### config.mk
export PLATFORM = sky130hd
export DESIGN_NAME = heading_turn_pid_drive
export DESIGN_NICKNAME = d
export VERILOG_FILES = /design/src/rtl/core/htpd_pkg.sv /design/src/rtl/core/heading_turn_pid_drive.sv
export SDC_FILE = /design/constraint.sdc
export NUM_CORES = 2
export LEC_CHECK = 0
export BUFFER_PORTS_ARGS = -buffer_cell sky130_fd_sc_hd__buf_2
export CAP_MARGIN = 20
export CORE_MARGIN = 2
export CORE_UTILIZATION = 50
export CTS_BUF_LIST = sky130_fd_sc_hd__clkbuf_4 sky130_fd_sc_hd__clkbuf_8 sky130_fd_sc_hd__clkbuf_16
export DETAILED_ROUTE_END_ITERATION = 8
export PLACE_DENSITY_LB_ADDON = 0.3
export SLEW_MARGIN = 5
export SYNTH_ARGS = -nofsm -noshare
export SYNTH_HDL_FRONTEND = slang
export SYNTH_SLANG_ARGS = --single-unit
### constraint.sdc
create_clock -name clk -period 26.3 [get_ports clk]
set_clock_uncertainty 0.15 [all_clocks]
set_input_delay 5.26 -clock clk [delete_from_list [all_inputs] [get_ports clk]]
set_output_delay 5.26 -clock clk [all_outputs]
set_load 0.005 [all_outputs]
### src/rtl/core/htpd_pkg.sv
// Shared types and codes for the heading turn PID drive.
// Holds register map indexes, item kinds, phase codes and the result record.
// No dependencies.
package htpd_pkg;

  // Register map, one 32-bit word per register
  localparam logic [2:0] RegTurnAngle  = 3'd0;
  localparam logic [2:0] RegGainProp   = 3'd1;
  localparam logic [2:0] RegGainInteg  = 3'd2;
  localparam logic [2:0] RegGainDeriv  = 3'd3;
  localparam logic [2:0] RegBandWidth  = 3'd4;
  localparam logic [2:0] RegSettle     = 3'd5;
  localparam logic [2:0] RegDriveMin   = 3'd6;
  localparam logic [2:0] RegDriveMax   = 3'd7;

  // Turn phase, also reported with each result
  localparam logic [1:0] PhaseIdle = 2'd0;
  localparam logic [1:0] PhaseAvg  = 2'd1;
  localparam logic [1:0] PhaseRun  = 2'd2;

  // What a request turned into, carried down the pipeline
  localparam logic [1:0] KindIdle = 2'd0;
  localparam logic [1:0] KindAvg  = 2'd1;
  localparam logic [1:0] KindRun  = 2'd2;
  localparam logic [1:0] KindDone = 2'd3;

  localparam logic [16:0] ConfirmCount = 17'd3;
  localparam logic [16:0] BandCntMax   = 17'h1ffff;

  // Output queue, power of two
  localparam int OutDepth = 8;
  localparam int OutPtrW  = $clog2(OutDepth);

  localparam int AccW = 48;
  localparam logic signed [AccW-1:0] AccMax = {1'b0, {(AccW-1){1'b1}}};
  localparam logic signed [AccW-1:0] AccMin = {1'b1, {(AccW-1){1'b0}}};

  typedef struct packed {
    logic        drive_valid;
    logic [10:0] right_compare;
    logic        right_reverse;
    logic [10:0] left_compare;
    logic        left_reverse;
    logic        turn_done;
    logic [1:0]  phase_now;
  } result_t;

endpackage

### src/rtl/core/heading_turn_pid_drive.sv
// Heading turn controller: yaw averaging, wrapped error, positional PID, PWM mapping.
// Depends on htpd_pkg for codes and the result record.
// One request per cycle while sample_stall is low; result_valid rises once a result is in the queue.
// Stages: input reg, control/state, multiply, accumulate, clamp/PWM into an 8-entry queue;
// sample_stall rises once queued plus in-flight requests reach 8.
// Reset (rst, synchronous): registers to defaults, phase idle, PID and band state cleared.
module heading_turn_pid_drive #(
  parameter int unsigned PWM_PERIOD      = 2000,
  parameter int unsigned AVERAGE_SAMPLES = 10
) (
  input  logic               clk,
  input  logic               rst,
  // APB-style configuration port
  input  logic               psel,
  input  logic               penable,
  input  logic               pwrite,
  input  logic [4:0]         paddr,
  input  logic [31:0]        pwdata,
  output logic [31:0]        prdata,
  output logic               pready,
  // sample channel
  input  logic               sample_valid,
  output logic               sample_stall,
  input  logic               start_req,
  input  logic signed [15:0] yaw,
  // result channel
  output logic               result_valid,
  input  logic               result_stall,
  output logic               drive_valid,
  output logic [10:0]        right_compare,
  output logic               right_reverse,
  output logic [10:0]        left_compare,
  output logic               left_reverse,
  output logic               turn_done,
  output logic [1:0]         phase_now
);

  localparam int CntW     = $clog2(AVERAGE_SAMPLES + 1);
  localparam int SumW     = 16 + CntW;
  localparam int DivShift = SumW + CntW;
  localparam int DivW     = DivShift + 1;
  localparam logic [DivW-1:0] DivMul =
    DivW'(((64'd1 << DivShift) + 64'(AVERAGE_SAMPLES) - 64'd1) / 64'(AVERAGE_SAMPLES));
  localparam logic [CntW-1:0] AvgCount = CntW'(AVERAGE_SAMPLES);
  localparam logic [15:0]     Period   = 16'(PWM_PERIOD);

  // configuration registers
  logic signed [15:0] turn_angle;
  logic [19:0]        gain_prop;
  logic [19:0]        gain_integ;
  logic [19:0]        gain_deriv;
  logic [14:0]        band_width;
  logic [16:0]        settle_limit;
  logic [10:0]        drive_min;
  logic [10:0]        drive_max;

  logic cfg_write;

  assign pready    = 1'b1;
  assign cfg_write = psel & penable & pwrite;

  always_ff @(posedge clk) begin
    if (rst) begin
      turn_angle   <= -16'sd16384;
      gain_prop    <= 20'd34560;
      gain_integ   <= 20'd605;
      gain_deriv   <= 20'd17280;
      band_width   <= 15'd364;
      settle_limit <= 17'd100000;
      drive_min    <= 11'd150;
      drive_max    <= 11'd1100;
    end else if (cfg_write) begin
      case (paddr[4:2])
        htpd_pkg::RegTurnAngle: turn_angle   <= pwdata[15:0];
        htpd_pkg::RegGainProp:  gain_prop    <= pwdata[19:0];
        htpd_pkg::RegGainInteg: gain_integ   <= pwdata[19:0];
        htpd_pkg::RegGainDeriv: gain_deriv   <= pwdata[19:0];
        htpd_pkg::RegBandWidth: band_width   <= pwdata[14:0];
        htpd_pkg::RegSettle:    settle_limit <= pwdata[16:0];
        htpd_pkg::RegDriveMin:  drive_min    <= pwdata[10:0];
        htpd_pkg::RegDriveMax:  drive_max    <= pwdata[10:0];
        default: ;
      endcase
    end
  end

  always_comb begin
    case (paddr[4:2])
      htpd_pkg::RegTurnAngle: prdata = {16'd0, turn_angle};
      htpd_pkg::RegGainProp:  prdata = {12'd0, gain_prop};
      htpd_pkg::RegGainInteg: prdata = {12'd0, gain_integ};
      htpd_pkg::RegGainDeriv: prdata = {12'd0, gain_deriv};
      htpd_pkg::RegBandWidth: prdata = {17'd0, band_width};
      htpd_pkg::RegSettle:    prdata = {15'd0, settle_limit};
      htpd_pkg::RegDriveMin:  prdata = {21'd0, drive_min};
      htpd_pkg::RegDriveMax:  prdata = {21'd0, drive_max};
      default:                prdata = 32'd0;
    endcase
  end

  // ---------------------------------------------------------------------------
  // Input register
  // ---------------------------------------------------------------------------
  logic               v0;
  logic               s0_start;
  logic signed [15:0] s0_yaw;
  logic               sample_take;

  assign sample_take = sample_valid & ~sample_stall;

  always_ff @(posedge clk) begin
    if (rst) begin
      v0 <= 1'b0;
    end else begin
      v0 <= sample_take;
    end
    if (sample_take) begin
      s0_start <= start_req;
      s0_yaw   <= yaw;
    end
  end

  // ---------------------------------------------------------------------------
  // Stage A: phase, averaging, error and band tracking
  // ---------------------------------------------------------------------------
  logic [1:0]             phase;
  logic [CntW-1:0]        sample_count;
  logic signed [SumW-1:0] yaw_sum;
  logic signed [15:0]     target_heading;
  logic signed [15:0]     last_error;
  logic                   confirmed;
  logic [16:0]            band_counter;

  logic [1:0]             phase_next;
  logic [CntW-1:0]        sample_count_next;
  logic signed [SumW-1:0] yaw_sum_next;
  logic signed [15:0]     target_heading_next;
  logic signed [15:0]     last_error_next;
  logic                   confirmed_next;
  logic [16:0]            band_counter_next;

  logic [1:0]             phase_eff;
  logic [1:0]             a_kind;
  logic signed [15:0]     err;
  logic [15:0]            err_mag;
  logic                   in_band;
  logic signed [16:0]     err_diff;
  logic signed [SumW-1:0] sum_base;
  logic signed [SumW-1:0] sum_new;
  logic [CntW-1:0]        count_base;
  logic [CntW-1:0]        count_new;
  logic [SumW-1:0]        sum_mag;
  logic [SumW+DivW-1:0]   div_prod;
  logic [15:0]            quot;
  logic signed [15:0]     avg;
  logic [16:0]            cnt;
  logic                   conf;
  logic                   finish;

  function automatic logic [16:0] sat_inc(input logic [16:0] c);
    return (c == htpd_pkg::BandCntMax) ? c : c + 17'd1;
  endfunction

  assign err      = target_heading - s0_yaw;
  assign err_mag  = err[15] ? 16'(-err) : 16'(err);
  assign in_band  = err_mag < {1'b0, band_width};
  assign err_diff = 17'(err) - 17'(last_error);

  // running sum and divide by reciprocal multiply (exact over the sum's range)
  assign sum_base   = s0_start ? '0 : yaw_sum;
  assign count_base = s0_start ? '0 : sample_count;
  assign sum_new    = sum_base + SumW'(s0_yaw);
  assign count_new  = count_base + CntW'(1);
  assign sum_mag    = sum_new[SumW-1] ? SumW'(-sum_new) : SumW'(sum_new);
  assign div_prod   = (SumW+DivW)'(sum_mag) * (SumW+DivW)'(DivMul);
  assign quot       = div_prod[DivShift +: 16];
  assign avg        = sum_new[SumW-1] ? 16'(-quot) : quot;

  always_comb begin
    phase_eff           = s0_start ? htpd_pkg::PhaseAvg : phase;
    phase_next          = phase;
    sample_count_next   = sample_count;
    yaw_sum_next        = yaw_sum;
    target_heading_next = target_heading;
    last_error_next     = s0_start ? 16'sd0 : last_error;
    confirmed_next      = s0_start ? 1'b0 : confirmed;
    band_counter_next   = s0_start ? 17'd0 : band_counter;
    a_kind              = htpd_pkg::KindIdle;
    cnt                 = band_counter;
    conf                = confirmed;
    finish              = 1'b0;

    case (phase_eff)
      htpd_pkg::PhaseAvg: begin
        a_kind            = htpd_pkg::KindAvg;
        yaw_sum_next      = sum_new;
        sample_count_next = count_new;
        if (count_new >= AvgCount) begin
          target_heading_next = avg + turn_angle;
          phase_next          = htpd_pkg::PhaseRun;
        end else begin
          phase_next = htpd_pkg::PhaseAvg;
        end
      end
      htpd_pkg::PhaseRun: begin
        // confirm: in-band samples counted until the third; misses don't clear
        if (in_band && !conf) begin
          cnt = sat_inc(cnt);
          if (cnt >= htpd_pkg::ConfirmCount) begin
            conf = 1'b1;
            cnt  = 17'd0;
          end
        end
        if (conf) begin
          if (cnt > settle_limit) begin
            finish = 1'b1;
            conf   = 1'b0;
            cnt    = 17'd0;
          end else if (in_band) begin
            cnt = sat_inc(cnt);
          end else begin
            conf = 1'b0;
            cnt  = 17'd0;
          end
        end
        confirmed_next    = conf;
        band_counter_next = cnt;
        if (finish) begin
          a_kind     = htpd_pkg::KindDone;
          phase_next = htpd_pkg::PhaseIdle;
        end else begin
          a_kind          = htpd_pkg::KindRun;
          last_error_next = err;
        end
      end
      default: begin
        phase_next = htpd_pkg::PhaseIdle;
      end
    endcase
  end

  always_ff @(posedge clk) begin
    if (rst) begin
      phase          <= htpd_pkg::PhaseIdle;
      sample_count   <= '0;
      yaw_sum        <= '0;
      target_heading <= '0;
      last_error     <= '0;
      confirmed      <= 1'b0;
      band_counter   <= '0;
    end else if (v0) begin
      phase          <= phase_next;
      sample_count   <= sample_count_next;
      yaw_sum        <= yaw_sum_next;
      target_heading <= target_heading_next;
      last_error     <= last_error_next;
      confirmed      <= confirmed_next;
      band_counter   <= band_counter_next;
    end
  end

  logic               v1;
  logic [1:0]         kind1;
  logic               clear1;
  logic signed [15:0] err1;
  logic signed [16:0] diff1;

  always_ff @(posedge clk) begin
    if (rst) begin
      v1 <= 1'b0;
    end else begin
      v1 <= v0;
    end
    kind1  <= a_kind;
    clear1 <= s0_start;
    err1   <= err;
    diff1  <= err_diff;
  end

  // ---------------------------------------------------------------------------
  // Stage B: gain products
  // ---------------------------------------------------------------------------
  logic               v2;
  logic [1:0]         kind2;
  logic               clear2;
  logic signed [36:0] prop2;
  logic signed [36:0] integ2;
  logic signed [37:0] deriv2;

  always_ff @(posedge clk) begin
    if (rst) begin
      v2 <= 1'b0;
    end else begin
      v2 <= v1;
    end
    kind2  <= kind1;
    clear2 <= clear1;
    prop2  <= $signed({1'b0, gain_prop}) * err1;
    integ2 <= $signed({1'b0, gain_integ}) * err1;
    deriv2 <= $signed({1'b0, gain_deriv}) * diff1;
  end

  // ---------------------------------------------------------------------------
  // Stage C: PID sum with integral before update, saturating integral
  // ---------------------------------------------------------------------------
  logic signed [htpd_pkg::AccW-1:0] integral_acc;
  logic signed [htpd_pkg::AccW-1:0] integral_acc_next;
  logic signed [htpd_pkg::AccW:0]   acc_sum;
  logic signed [49:0]               pid_sum;
  logic [49:0]                      pid_mag;

  assign pid_sum = 50'(integral_acc) + 50'(prop2) + 50'(deriv2);
  assign pid_mag = pid_sum[49] ? 50'(-pid_sum) : 50'(pid_sum);
  assign acc_sum = (htpd_pkg::AccW+1)'(integral_acc) + (htpd_pkg::AccW+1)'(integ2);

  always_comb begin
    if (acc_sum[htpd_pkg::AccW] != acc_sum[htpd_pkg::AccW-1]) begin
      integral_acc_next = acc_sum[htpd_pkg::AccW] ? htpd_pkg::AccMin : htpd_pkg::AccMax;
    end else begin
      integral_acc_next = acc_sum[htpd_pkg::AccW-1:0];
    end
  end

  always_ff @(posedge clk) begin
    if (rst) begin
      integral_acc <= '0;
    end else if (v2) begin
      if (clear2) begin
        integral_acc <= '0;
      end else if (kind2 == htpd_pkg::KindRun) begin
        integral_acc <= integral_acc_next;
      end
    end
  end

  logic        v3;
  logic [1:0]  kind3;
  logic        neg3;
  logic [29:0] mag3;

  always_ff @(posedge clk) begin
    if (rst) begin
      v3 <= 1'b0;
    end else begin
      v3 <= v2;
    end
    kind3 <= kind2;
    neg3  <= pid_sum[49];
    mag3  <= pid_mag[49:20];
  end

  // ---------------------------------------------------------------------------
  // Stage D: clamp and map to compare values
  // ---------------------------------------------------------------------------
  function automatic logic [11:0] pwm_map(input logic neg, input logic [10:0] mag);
    logic [15:0] c;
    logic        rev;
    if (neg && mag != 11'd0) begin
      rev = 1'b1;
      if ({5'd0, mag} >= Period) begin
        c = 16'd1;
      end else begin
        c = Period - {5'd0, mag};
      end
    end else begin
      rev = 1'b0;
      c   = (mag == 11'd0) ? 16'd1 : {5'd0, mag};
    end
    if (c > Period) begin
      c = Period;
    end
    return {rev, c[10:0]};
  endfunction

  logic [10:0]      drive_mag;
  logic [10:0]      drive_clamped;
  logic [11:0]      right_map;
  logic [11:0]      left_map;
  htpd_pkg::result_t d_result;

  assign drive_mag     = (mag3 > {19'd0, drive_max}) ? drive_max : mag3[10:0];
  assign drive_clamped = (drive_mag < drive_min) ? drive_min : drive_mag;
  assign right_map     = pwm_map(neg3, drive_clamped);
  assign left_map      = pwm_map(~neg3, drive_clamped);

  always_comb begin
    d_result = '0;
    case (kind3)
      htpd_pkg::KindAvg: begin
        d_result.phase_now = htpd_pkg::PhaseAvg;
      end
      htpd_pkg::KindRun: begin
        d_result.drive_valid   = 1'b1;
        d_result.right_compare = right_map[10:0];
        d_result.right_reverse = right_map[11];
        d_result.left_compare  = left_map[10:0];
        d_result.left_reverse  = left_map[11];
        d_result.phase_now     = htpd_pkg::PhaseRun;
      end
      htpd_pkg::KindDone: begin
        // stop values
        d_result.drive_valid   = 1'b1;
        d_result.right_compare = 11'd1;
        d_result.left_compare  = 11'd1;
        d_result.turn_done     = 1'b1;
        d_result.phase_now     = htpd_pkg::PhaseRun;
      end
      default: ;
    endcase
  end

  // ---------------------------------------------------------------------------
  // Result queue; stall requests when queue plus pipeline could overflow it
  // ---------------------------------------------------------------------------
  htpd_pkg::result_t             out_queue [htpd_pkg::OutDepth];
  logic [htpd_pkg::OutPtrW-1:0]  wr_ptr;
  logic [htpd_pkg::OutPtrW-1:0]  rd_ptr;
  logic [htpd_pkg::OutPtrW:0]    out_count;
  logic [2:0]                    inflight;
  logic [htpd_pkg::OutPtrW+1:0]  occupancy;
  logic                          pop;
  htpd_pkg::result_t             head;

  assign inflight  = 3'(v0) + 3'(v1) + 3'(v2) + 3'(v3);
  assign occupancy = (htpd_pkg::OutPtrW+2)'(out_count) + (htpd_pkg::OutPtrW+2)'(inflight);
  assign sample_stall = occupancy >= (htpd_pkg::OutPtrW+2)'(htpd_pkg::OutDepth);

  assign result_valid = out_count != '0;
  assign pop          = result_valid & ~result_stall;
  assign head         = out_queue[rd_ptr];

  always_ff @(posedge clk) begin
    if (rst) begin
      wr_ptr    <= '0;
      rd_ptr    <= '0;
      out_count <= '0;
    end else begin
      if (v3) begin
        wr_ptr <= wr_ptr + 1'b1;
      end
      if (pop) begin
        rd_ptr <= rd_ptr + 1'b1;
      end
      out_count <= out_count + (htpd_pkg::OutPtrW+1)'(v3) - (htpd_pkg::OutPtrW+1)'(pop);
    end
    if (v3) begin
      out_queue[wr_ptr] <= d_result;
    end
  end

  assign drive_valid   = head.drive_valid;
  assign right_compare = head.right_compare;
  assign right_reverse = head.right_reverse;
  assign left_compare  = head.left_compare;
  assign left_reverse  = head.left_reverse;
  assign turn_done     = head.turn_done;
  assign phase_now     = head.phase_now;

endmodule

After elaboration in Yosys (flattened, before gate mapping) --
Memories as Yosys holds them, arrays and structs flattened. A register that Yosys moved wholly into a read port is not among the register bits. Cells that the tools add are included.
Storage, ports and cells: register bits after elaboration 469, input port bits 61, memories 1, RAM bits 224, logic and storage cells 185, output and inout port bits 63
Memory list:
- out_queue | depth 8, bits a word 28, rd ports 1, clocked after memory_dff 1, wr ports 1, RTL line heading_turn_pid_drive.sv:415 | htpd_pkg::result_t out_queue [htpd_pkg::OutDepth];
Cells by class: reduce and logical (&&, ||, !) cells 24, multiplexer cells 61, magnitude comparators 10, eq/ne operators 17, add/sub/neg operators 23, bitwise operators 7, multiply operators 4
Operators with widths (count):
- $pmux W32 S8 | 1
- $mux W48 | 4
- $mux W17 | 10
- $mux W16 | 8
- $add A48 B37 Y49 | 2
- $mul A21 B16 Y37 | 2
- $mux W11 | 5
- $add A49 B38 Y50 | 1
- $neg A50 Y50 | 1
- $mux W49 | 1
- $mux W20 | 2
- $mul A20 B20 Y39 const B | 1
- $mul A21 B17 Y38 | 1
- $add A17 B1 Y17 const B | 2
- $eq A17 B17 Y1 const B | 2
- $gt A16 B11 Y1 const B | 2
- $neg A16 Y16 | 2
- $gt A30 B11 Y1 | 1
- $pmux W12 S2 | 1
- $reduce_and A2 Y1 | 12
- $pmux W11 S2 | 1
- $add A20 B16 Y20 | 1
- $neg A20 Y20 | 1
- $mux W1 | 19
- 41 further kinds | 63

Longest topological paths before layout --
word-level depth 13, depth in mapped cells 59

Worst setup path after synthesis --
No wires, ideal clock.
path kind register -> register, start register s0_start, end register target_heading[15], cell stages (with the launch flop) 58, slack 13860 ps, required time 26011 ps, path buffers 2, data arrival time 12150 ps, path through edfxtp_1 -> clkbuf_1 -> clkbuf_1 -> nor2b_1 -> ha_1 -> fa_1 -> a21o_1 -> a21oi_1 -> o21a_1 -> o21bai_1 -> or3_1 -> a21oi_1 -> xnor2_1 -> nor4_1 -> nor2b_1 -> and2_1 -> nand2_1 -> o21ai_0 -> (+22 left out) -> xnor2_1 -> nor4b_1 -> a21oi_1 -> xnor2_1 -> ha_1 -> inv_1 -> o21bai_1 -> a21oi_1 -> o21bai_1 -> a32oi_1 -> a311o_1 -> o21bai_1 -> a21o_1 -> xnor2_1 -> xor2_1 -> xor2_1 -> xnor2_1 -> o22ai_1
On the way: word-level cells in the longest chain between the ends 8, elaborated cells on any way between the ends 14
Ends and longest elaborated chain:
- start, declared | RTL line heading_turn_pid_drive.sv:105 | logic s0_start;
- start signal, assigned | RTL line heading_turn_pid_drive.sv:118 | s0_start <= start_req;
- $mux W20 | RTL line heading_turn_pid_drive.sv:170 | assign sum_base = s0_start ? '0 : yaw_sum;
- $add A20 B16 Y20 | RTL line heading_turn_pid_drive.sv:172 | assign sum_new = sum_base + SumW'(s0_yaw);
- $neg A20 Y20 | RTL line heading_turn_pid_drive.sv:174 | assign sum_mag = sum_new[SumW-1] ? SumW'(-sum_new) : SumW'(sum_new);
- $mux W20 | RTL line heading_turn_pid_drive.sv:174
- $mul A20 B20 Y39 | RTL line heading_turn_pid_drive.sv:175 | assign div_prod = (SumW+DivW)'(sum_mag) * (SumW+DivW)'(DivMul);
- $neg A16 Y16 | RTL line heading_turn_pid_drive.sv:177 | assign avg = sum_new[SumW-1] ? 16'(-quot) : quot;
- $mux W16 | RTL line heading_turn_pid_drive.sv:177
- $add A16 B16 Y16 | RTL line heading_turn_pid_drive.sv:199 | target_heading_next = avg + turn_angle;
- end signal, assigned | RTL line heading_turn_pid_drive.sv:255 | target_heading <= target_heading_next;
- end, declared | RTL line heading_turn_pid_drive.sv:129 | logic signed [15:0] target_heading;
Several ways; a longest one is shown, not always the timed one. A chain may end at the register's enable or synchronous reset.

Worst setup path after layout --
Ends and elaborated chain as after synthesis.

==> metrics.md <==
| Metric | Value |
|---|---|
| Status | complete, no violations |
| Worst-path clk slew | 0.06 ns |
| Worst R2R Setup Slack | 12.05 ns |
| Syn. warnings | 0 |
| Post-synth top area share | 0.250 |
| CP max-delay cell | xor2_1 |
| Final-report hold violation count | 0 |
| CTS Sinks | 696 |
| Setup crit end kind | flop |
| GRT busiest layer | met2 |
| Initial detailed-routing violation count | 5,065 |
| Die height | 397 um |
| Clock Latency Late Sink | 0.69 ns |
| Hold Crit Depth | 0 |
| Post-synthesis sequential area ratio | 0.212 |
| H-tree depth | 3 |
| Slew HR | 0.194 |
| Via Count | 58,426 |
| CTS max path bufs | 3 |
| Share of cells above drive strength 1 | 0.0614 |
| Largest fanout on the critical path | 33 |
| Final period util | 0.542 |
| Synthesized instance count | 8,337 |
| Die area | 157,000 um2 |
| Max_cap viols | 0 |
| Most frequent cells after synthesis | 1,343 x inv_1, 1,010 x nand2_1, 961 x fa_1 |
| Worst path max stage delay | 0.63 ns |
| Area Growth Syn to Fin | 7.00% |
| Tot GR Track Use | 0.276 |
| First-pass GRT wire length | 338 mm |
| Met3 GRT Util | 0.0542 |
| CTS hold repair buffers | 0 |
| Worst r2r dst | target_heading[15]$_SDFFE_PP0P_ |
| EDFF count, synth | 241 |
| Starting Density | 0.502 |
| M1 GR Usage | 0.373 |
| Worst path arrival time | 14.66 ns |
| Drt first pass iters | 6 |
| Routed len/inst | 20.7 um |
| Root Driver | clkbuf_16 |
| Hold worst-path end | kind2[1]$_DFF_P_ |
| Critical setup path kind | reg -> reg |
| Final setup violation count | 0 |
| Vias in the first global route | 59,412 |
| Synth Area per Inst | 9.24 um2 |
| Core ar. | 154,000 um2 |
| Main synth FF type | dfxtp_1 |
| Most frequent CP cell | fa_1 |
| Post-cts resize count | 0 |
| Post-CTS Setup Bufs | 0 |
| GRT met2 Usage | 0.443 |
| Fmax | 70.2 MHz |
| RSZ-0062 raised after global routing | false |
| Rows | 144 |
| Final min period | 14.25 ns |
| HP Class | reg -> reg |
| Mapped cell area | 77,000 um2 |
| Cell with the most instances after synthesis | inv_1 |
| Post-DP HPWL | 166 mm |
| Reg2Reg Depth | 55 |
| Asr flop ratio synth | 0 |
| Initial antenna violation count | 17 |
| CTS tree | done |
| Critical Path Start Type | flop |
| Total CTS buffers | 79 |
| I/O pins | 124 |
| Nets@finish | 10,115 |
| CP required | 26.71 ns |
| Setup TNS | 0 ns |
| Total routed wirelength | 215 mm |
| Final count of pins violating max slew | 0 |
| Grt ovf | 0 |
| Vias/cell | 5.62 |
| DRC viols | 0 |
| Synth top area cells | fa_1 25%, ha_1 13%, dfxtp_1 12% |
| GPL Wtd Cong | 0.980 |
| Yosys top cell by area | fa_1 |
| Number of synthesized register bits | 696 |
| Die X | 397 um |
| Min-Delay Startpoint | kind1[1]$_DFF_P_ |
| Worst Max-Slew Pin Slew | 1.21 ns |
| Pin count of the biggest net entering global routing | 72 |
| Port bufs | 96 |
| Reg-to-reg startpoint | s0_start$_DFFE_PP_ |
| Routed Antenna Nets | 0 |
| Unique masters post-synth | 93 |
==> worst max-delay path, delay by kind of cell, from the launching register on <==
family	cells	cell delay, ns
xor gates and xnor gates	7	1.76
DFF	1	0.32
AOI/OAI and AO/OA	20	4.18
and+or+nand+nor	11	2.27
adders and majority gates	11	4.62
buffers and inverters	6	0.77
==> worst max-delay path by stage <==
stage	start	to	slack, ns	cells past startpoint
finish	s0_start$_DFFE_PP_	target_heading[15]$_SDFFE_PP0P_	12.05	55
global placement	s0_start$_DFFE_PP_	target_heading[15]$_SDFFE_PP0P_	12.33	55
CTS	s0_start$_DFFE_PP_	target_heading[15]$_SDFFE_PP0P_	12.11	55
global route	s0_start$_DFFE_PP_	target_heading[15]$_SDFFE_PP0P_	11.08	54
floorplan	s0_start$_DFFE_PP_	target_heading[15]$_SDFFE_PP0P_	13.86	57
detailed placement	s0_start$_DFFE_PP_	target_heading[15]$_SDFFE_PP0P_	12.18	55
==> area by class of cell <==
type	count	area, um2
Fill cell	13818	71100
Multi-Input combinational cell	5938	54300
Sequential cell	696	16400
Inverter	1345	5050
Tap cell	2044	2560
Clock buffer	91	2110
Timing Repair Buffer	217	1420
Clock inverter	49	612
Antenna cell	10	25.0
==> per-layer routing <==
metal,part of all wire,wire length (um)
met5,0.000051,11
met4,0.035,7500
met3,0.089,19200
met2,0.46,98600
met1,0.42,89600
==> stage by stage <==
step           cells  utilization  hold WS (ns)  worst slack [ns]  cell area [um2]
2_1_floorplan   8348            -         0.160             13.86            77100
3_3_place_gp   10236        0.519         0.164             12.33            79600
3_5_place_dp   10236        0.519         0.170             12.18            79600
4_1_cts        10376        0.536         0.178             12.11            82300
5_1_grt        10380        0.537         0.197             11.08            82400
6_report       10390        0.537         0.176             12.05            82400
==> cells by family after synthesis <==
kind of cell               count (synthesis)  share of synthesized area
other                                      2                  0.0000975
adders and majority gates               1778                      0.382
buffers and inverters                   1714                     0.0844
and+or+nand+nor                         2407                      0.147
xor gates and xnor gates                 343                     0.0390
AOI/OAI and AO/OA                       1222                      0.101
DFF                                      696                      0.212
muxes                                    175                     0.0337
==> flip-flops by register name, summed over array words and instances, names as in the netlist, 15 cells and up, named ones only <==
signal and flops:
settle_limit 17, band_counter 17, gain_prop 20, gain_integ 20, prop2 37, target_heading 16
deriv2 38, mag3 30, diff1 17, s0_yaw 16, integral_acc 48, err1 16
out_queue 224, last_error 16, yaw_sum 20, turn_angle 16, band_width 15, gain_deriv 20
integ2 37
==> layout by cell type, fill, tap and decap left out, types with 43 or more instances in the layout <==
cell type  instances
ha_1             816
nand3_1           78
a21oi_1          418
fa_1             961
mux2_2            43
xnor2_1          245
nor2b_1           71
o21ai_0          229
nand2_1         1010
a21o_1           140
buf_2             95
edfxtp_1         241
mux4_2            63
mux2i_1           69
nand2b_1          92
buf_4            119
and2_1           414
nor3_1            89
nor2_1           435
inv_1           1343
o21a_1            73
dfxtp_1          453
o21bai_1          46
xor2_1            96
clkbuf_16         80
Power is not shown: default switching activity piles up to over one toggle a cycle in this logic, so the estimate is an artifact.
